$ cat src/rtl/local_sequence_alignment_unit_macros.svh
// ----------------------------------------------------------------------------
// Assertion macros for the local sequence alignment unit
// Short forms of the concurrent checks used by the RTL.
// ----------------------------------------------------------------------------
`ifndef LOCAL_SEQUENCE_ALIGNMENT_UNIT_MACROS_SVH
`define LOCAL_SEQUENCE_ALIGNMENT_UNIT_MACROS_SVH

// same-cycle implication, held off during reset
`define LSA_ASSERT_IMP(lbl, clk, rstn, ante, cons, msg) \
  lbl: assert property (@(posedge clk) disable iff (!rstn) (ante) |-> (cons)) \
    else $error(msg);

// next-cycle implication, held off during reset
`define LSA_ASSERT_NXT(lbl, clk, rstn, ante, cons, msg) \
  lbl: assert property (@(posedge clk) disable iff (!rstn) (ante) |=> (cons)) \
    else $error(msg);

`endif

$ cat src/rtl/lsa_pkg.sv
// ----------------------------------------------------------------------------
// lsa_pkg
// Shared constants and types of the local sequence alignment unit.
// ----------------------------------------------------------------------------
package lsa_pkg;

  localparam int unsigned MAX_LEN_DEF = 256;
  localparam logic [7:0]  GAP_SYM     = 8'd45;

  // input selector codes
  localparam logic [1:0] FUNC_LOAD_A = 2'd0;
  localparam logic [1:0] FUNC_LOAD_B = 2'd1;
  localparam logic [1:0] FUNC_READ   = 2'd2;

  // traceback directions
  localparam logic [1:0] DIR_ZERO = 2'd0;
  localparam logic [1:0] DIR_DIAG = 2'd1;
  localparam logic [1:0] DIR_UP   = 2'd2;
  localparam logic [1:0] DIR_LEFT = 2'd3;

  // register byte addresses
  localparam int unsigned ADDR_W = 4;
  localparam logic [ADDR_W-1:0] REG_MATCH    = 4'h0;
  localparam logic [ADDR_W-1:0] REG_MISMATCH = 4'h4;
  localparam logic [ADDR_W-1:0] REG_GAP      = 4'h8;

  localparam logic [3:0] MATCH_RST    = 4'd1;
  localparam logic [4:0] MISMATCH_RST = 5'h1F;
  localparam logic [4:0] GAP_RST      = 5'h1F;

  // result kinds
  localparam logic KIND_SUM = 1'b0;
  localparam logic KIND_COL = 1'b1;

  localparam int unsigned OUT_W = 72;

  typedef struct packed {
    logic v;
    logic first;
  } lsa_ctl_t;

endpackage

$ cat src/rtl/lsa_cell.sv
// ----------------------------------------------------------------------------
// lsa_cell
// One row of the score matrix: holds a first-sequence symbol, scores each
// passing column, records its traceback direction and its row maximum.
// ----------------------------------------------------------------------------
module lsa_cell #(
  parameter int unsigned MAX_LEN  = lsa_pkg::MAX_LEN_DEF,
  parameter int unsigned CELL_IDX = 0,
  parameter int unsigned SW       = 14
) (
  input  logic                               clk_i,
  input  logic                               rst_ni,
  input  logic [3:0]                         match_gain_i,
  input  logic [4:0]                         mismatch_gain_i,
  input  logic [4:0]                         gap_gain_i,
  input  logic                               ld_en_i,
  input  logic [$clog2(MAX_LEN)-1:0]         ld_idx_i,
  input  logic [7:0]                         ld_sym_i,
  input  lsa_pkg::lsa_ctl_t                  ctl_i,
  input  logic [$clog2(MAX_LEN+1)-1:0]       col_i,
  input  logic [7:0]                         b_i,
  input  logic signed [SW-1:0]               h_i,
  output lsa_pkg::lsa_ctl_t                  ctl_o,
  output logic [$clog2(MAX_LEN+1)-1:0]       col_o,
  output logic [7:0]                         b_o,
  output logic signed [SW-1:0]               h_o,
  input  logic                               clr_best_i,
  output logic [SW-1:0]                      best_o,
  output logic [$clog2(MAX_LEN+1)-1:0]       best_col_o,
  input  logic [$clog2(MAX_LEN)-1:0]         tb_addr_i,
  output logic [1:0]                         tb_dir_o
);
  import lsa_pkg::*;

  localparam int unsigned LEN_W = $clog2(MAX_LEN+1);
  localparam int unsigned IDX_W = $clog2(MAX_LEN);

  logic [7:0]              sym_q;
  lsa_ctl_t                ctl_q;
  logic [LEN_W-1:0]        col_q;
  logic [7:0]              b_q;
  logic signed [SW-1:0]    h_q, diag_q, best_q;
  logic [LEN_W-1:0]        best_col_q;
  logic [1:0]              dir_q;
  logic [1:0]              tr_mem [MAX_LEN];

  logic signed [SW-1:0]    sub, gap_x, diag, left, m, d, ins, hmax, h;
  logic [1:0]              dir;
  logic [LEN_W-1:0]        col_m1;

  always_comb begin
    sub   = (sym_q == b_i) ? SW'({1'b0, match_gain_i})
                           : {{(SW-5){mismatch_gain_i[4]}}, mismatch_gain_i};
    gap_x = {{(SW-5){gap_gain_i[4]}}, gap_gain_i};
    diag  = ctl_i.first ? '0 : diag_q;
    left  = ctl_i.first ? '0 : h_q;
    m     = diag + sub;
    d     = h_i + gap_x;
    ins   = left + gap_x;
    if (m > d) begin
      hmax = (m > ins) ? m : ins;
    end else begin
      hmax = (d > ins) ? d : ins;
    end
    h = (hmax < 0) ? '0 : hmax;
    priority if (h == '0) dir = DIR_ZERO;
    else if (h == m)      dir = DIR_DIAG;
    else if (h == d)      dir = DIR_UP;
    else                  dir = DIR_LEFT;
    col_m1 = col_i - 1'b1;
  end

  always_ff @(posedge clk_i or negedge rst_ni) begin
    if (!rst_ni) begin
      ctl_q <= '0;
    end else begin
      ctl_q <= ctl_i;
    end
  end

  always_ff @(posedge clk_i) begin
    col_q <= col_i;
    b_q   <= b_i;
    if (ld_en_i && ld_idx_i == IDX_W'(CELL_IDX)) sym_q <= ld_sym_i;
    if (ctl_i.v) begin
      h_q    <= h;
      diag_q <= h_i;
      tr_mem[col_m1[IDX_W-1:0]] <= dir;
    end
    if (clr_best_i) begin
      best_q     <= '0;
      best_col_q <= '0;
    end else if (ctl_i.v && h > best_q) begin
      best_q     <= h;
      best_col_q <= col_i;
    end
    dir_q <= tr_mem[tb_addr_i];
  end

  assign ctl_o      = ctl_q;
  assign col_o      = col_q;
  assign b_o        = b_q;
  assign h_o        = h_q;
  assign best_o     = best_q;
  assign best_col_o = best_col_q;
  assign tb_dir_o   = dir_q;

endmodule

$ cat config.mk
export PLATFORM = sky130hd
export DESIGN_NAME = lsa_cell
export DESIGN_NICKNAME = d
export VERILOG_FILES = /design/src/rtl/local_sequence_alignment_unit_macros.svh /design/src/rtl/lsa_pkg.sv /design/src/rtl/lsa_cell.sv
export SDC_FILE = /design/constraint.sdc
export NUM_CORES = 1
export LEC_CHECK = 0
export ABC_AREA = 0
export BUFFER_PORTS_ARGS = -buffer_cell sky130_fd_sc_hd__buf_2
export CAP_MARGIN = 40
export CORE_MARGIN = 2
export CORE_UTILIZATION = 49
export DETAILED_ROUTE_END_ITERATION = 12
export GPL_TIMING_DRIVEN = 1
export PLACE_DENSITY = 0.66
export SLEW_MARGIN = 20
export SYNTH_ARGS = -nofsm -noshare
export SYNTH_HDL_FRONTEND = slang
export SYNTH_SLANG_ARGS = --single-unit
export TNS_END_PERCENT = 20
$ cat constraint.sdc
create_clock -name clk_i -period 22.3 [get_ports clk_i]
set_input_delay 3.345 -clock clk_i [delete_from_list [all_inputs] [get_ports clk_i]]
set_output_delay 3.345 -clock clk_i [all_outputs]
set_load 0.05 [all_outputs]
==> flow_summary_export.csv <==
group,metric,value,unit
timing,fin_worst_skew,0.0380,ns
logic_synthesis,synth.yosys.warnings,0,
power,pwr-share-comb,31.4,%
setup_path,critPathCapture,"tr_mem[97][0]",
die,die_area,59900,sq um
setup_path,cp-start-kind,"input pin",
detailed_routing,vias,18000,
hold_path,hp-class,"flop to flop",
power,switching_share,33.7,%
die,start_util,49.4,%
clock_network,clock_path_buffers,3,
setup_path,cp.required,22.54,ns
logic_synthesis,postSynthAreaPerCell,14.4,sq um
setup_path,reg2reg_from,"sym_q[4]",
logic_synthesis,async_flop_share,0.339,%
placement,place_congestion,0.996,
logic_synthesis,ys_seq_elements,590,
timing,finalSetupViolCount,0,
clock_network,cts_buffers,58,
detailed_routing,routedWlPerCell,24.8,um
clock_network,cts_htree_levels,2,
outcome,status,"finished clean",
power,leakage,12.2,nW
clock_network,cts_resized,0,
die,die_w,245,um
finish,final_cells,2922,
logic_synthesis,synth_cell_types,95,
setup_path,reg2reg_depth,30,
logic_synthesis,seq_area_frac_synth,60.9,%
power,p_int,2.35,mW
timing,tightestPinTransition,1.47,ns
setup_path,slowest_delay,0.69,ns
logic_synthesis,synth_edf_count,547,
grt,antenna_found_initial,1,
finish,final_cell_mix,"edfxtp_1 (547), nor2_1 (345), mux4_2 (170)",
setup_path,critical_path_arrival,12.15,ns
die,ios,133,
finish,nets,2276,
power,cellPowerDensity,110,nW/um^2
finish,drive_gt1_share,22.2,%
clock_network,cts_tree,"built",
setup_path,cp_max_fo,256,
clock_network,postCtsSetupRepairBufs,0,
setup_path,cp_top_family,"compound AO/OA/AOI/OAI gates",
grt,grt_max_degree,257,
detailed_routing,drcViolationCount,0,
setup_path,critPathKind,"input pin to flop",
setup_path,setup.worst_path.end_class,"flop",
run,drv_cap,0,
power,irDropWorstVdd,0.115,mV
setup_path,crit_start,"b_i[5]",
setup_path,worst-path-stages,31,
placement,dpl.hpwl,48100,um
die,die_h,245,um
logic_synthesis,synthesis.instances,1970,
power,p_switching,1.20,mW
finish,nFillCells,4575,
placement,io_buffers,130,
finish,final_common_cell,"edfxtp_1",
setup_path,slowest_stage,"a311oi_1",
grt,grt_pass1_vias,18000,
clock_network,hold_buffers,0,
timing,rsz0062_at_grt,"false",
clock_network,clkSinkCount,590,
grt,grtUsageTotal,24.2,%
clock_network,clock_latency,0.65,ns
power,seqPwrFrac,38.7,%
grt,grt_overflow,0,
finish,diodes,0,
setup_path,r2r_slack,12.84,ns
timing,fin_crit_sh,53.4,%
logic_synthesis,synth_area,28400,sq um
setup_path,crit_buf_inv,4,
grt,grt_pass1_wl,109000,um
hold_path,min_path_cells,2,
detailed_routing,wl,72300,um
detailed_routing,first_iter_violations,1783,
finish,syn_to_final_growth,13.7,%
die,coreArea,57500,sq um
logic_synthesis,ys.flop_type,"edfxtp_1",
placement,placedCellCount,2809,
die,rows,88,
timing,fin_setup_tns,0,ns
detailed_routing,via_per_inst,6.15,
timing,min_period,11.91,ns
timing,hold_viol_final,0,
power,p_clk_share,29.8,%
clock_network,clk_pin_slew,0.06,ns
timing,maxClockFrequency,0.0840,GHz
clock_network,cts-root-buf,"clkbuf_16",
detailed_routing,first_pass_iters,6,
timing,slew_headroom,2.06,%
detailed_routing,antenna_left,0,
timing,maxSlewViolCount,0,
setup_path,reg2reg_to,"tr_mem[97][0]",
## metal layers
layer	track usage [%]	vias up	wire [um]
met4	6.37	0	1650
met3	3.65	116	5230
li1	-	7887	-
met2	38.6	798	34100
met5	0	-	0
met1	35.2	9162	31400
## cells by family after synthesis
kind of cell               share of synthesized area (%)
and+or+nand+nor                                     9.53
DFF                                                 60.9
AOI/OAI and AO/OA                                   6.20
muxes                                               15.1
buffers and inverters                               2.26
adders and majority gates                           4.13
xor gates and xnor gates                            1.87
other                                             0.0132
## power by group through the flow
stage               logic, mW  clock network, mW  registers [mW]
CTS                      1.09               1.08            1.37
finish                   1.11               1.06            1.37
detailed placement       1.08                  0            1.39
global route             1.21               1.12            1.37
global placement         1.08                  0            1.39
floorplan               0.680                  0            1.50
## stage by stage
step | utilization [%] | setup WS (ns) | hold WS, ns | cell area [sq um] | power (mW)
6_report | 56.2 | 10.39 | 0.498 | 32300 | 3.55
3_3_place_gp | 52.0 | 10.46 | 0.472 | 29900 | 2.47
2_1_floorplan | - | 5.75 | 0.721 | 28400 | 2.18
4_1_cts | 56.0 | 10.85 | 0.495 | 32200 | 3.54
3_5_place_dp | 52.4 | 10.22 | 0.479 | 30100 | 2.48
5_1_grt | 56.2 | 9.96 | 0.534 | 32300 | 3.70
## synthesized netlist by cell type (6+ instances only)
master | n | area [sq um]
a31oi_1 | 7 | 43.8
nor3_1 | 24 | 120
nand2b_1 | 8 | 50.1
and2_1 | 7 | 43.8
buf_1 | 14 | 52.6
a21oi_1 | 64 | 320
edfxtp_1 | 547 | 16400
clkbuf_1 | 77 | 289
o21bai_1 | 6 | 45.0
nor2_1 | 345 | 1290
o21a_1 | 9 | 67.6
mux4_2 | 170 | 3830
mux2i_1 | 31 | 310
xnor2_1 | 49 | 429
and3_1 | 9 | 56.3
a211oi_1 | 17 | 128
nand4_1 | 12 | 75.1
nor4_1 | 9 | 56.3
nand3_1 | 29 | 145
inv_1 | 61 | 229
mux2_2 | 9 | 101
nand2_1 | 87 | 327
o211ai_1 | 8 | 60.1
a21o_1 | 18 | 135
nor2b_1 | 39 | 244
or3_1 | 7 | 43.8
o21ai_0 | 43 | 215
xor2_1 | 9 | 78.8
dfxtp_1 | 41 | 821
ha_1 | 89 | 1110
## worst min-delay path by stage
stage                  startpoint             to  slack (ns)
CTS                 best_col_o[4]  best_col_o[4]        0.49
global route        best_col_o[6]  best_col_o[6]        0.53
global placement    best_col_o[5]  best_col_o[5]        0.47
detailed placement  best_col_o[4]  best_col_o[4]        0.48
finish              best_col_o[8]  best_col_o[8]        0.50
floorplan               best_o[1]      best_o[1]        0.72
## final cells by class
cell class | count | area [sq um] | share of cell area (%)
Sequential cell | 590 | 17300 | 53.6
Multi-Input combinational cell | 1218 | 10500 | 32.5
Clock buffer | 74 | 1560 | 4.84
Timing Repair Buffer | 178 | 1190 | 3.68
Tap cell | 765 | 957 | 2.97
Clock inverter | 34 | 551 | 1.71
Inverter | 63 | 236 | 0.733
## worst register-to-register path, delay by kind of cell, from the launching register on
kind	cells	cell delay [ns]
multiplexers	2	0.67
flip-flops	1	0.41
AO/OA/AOI/OAI	12	3.75
adder cells (fa/ha/maj)	3	0.76
AND/OR/NAND/NOR	9	1.97
buffers and inverters	3	0.69
XOR/XNOR	1	0.24
## flip-flops by register name (all words and copies together) (netlist names)
| name | flops |
|---|---|
| tb_dir_o | 2 |
| tr_mem | 512 |
| ctl_o | 2 |
| h_o | 13 |
| sym_q | 8 |
| diag_q | 14 |
| col_o | 9 |
| best_o | 13 |
| b_o | 8 |
| best_col_o | 9 |
No activity file was read; power rests on OpenSTA's default activity.
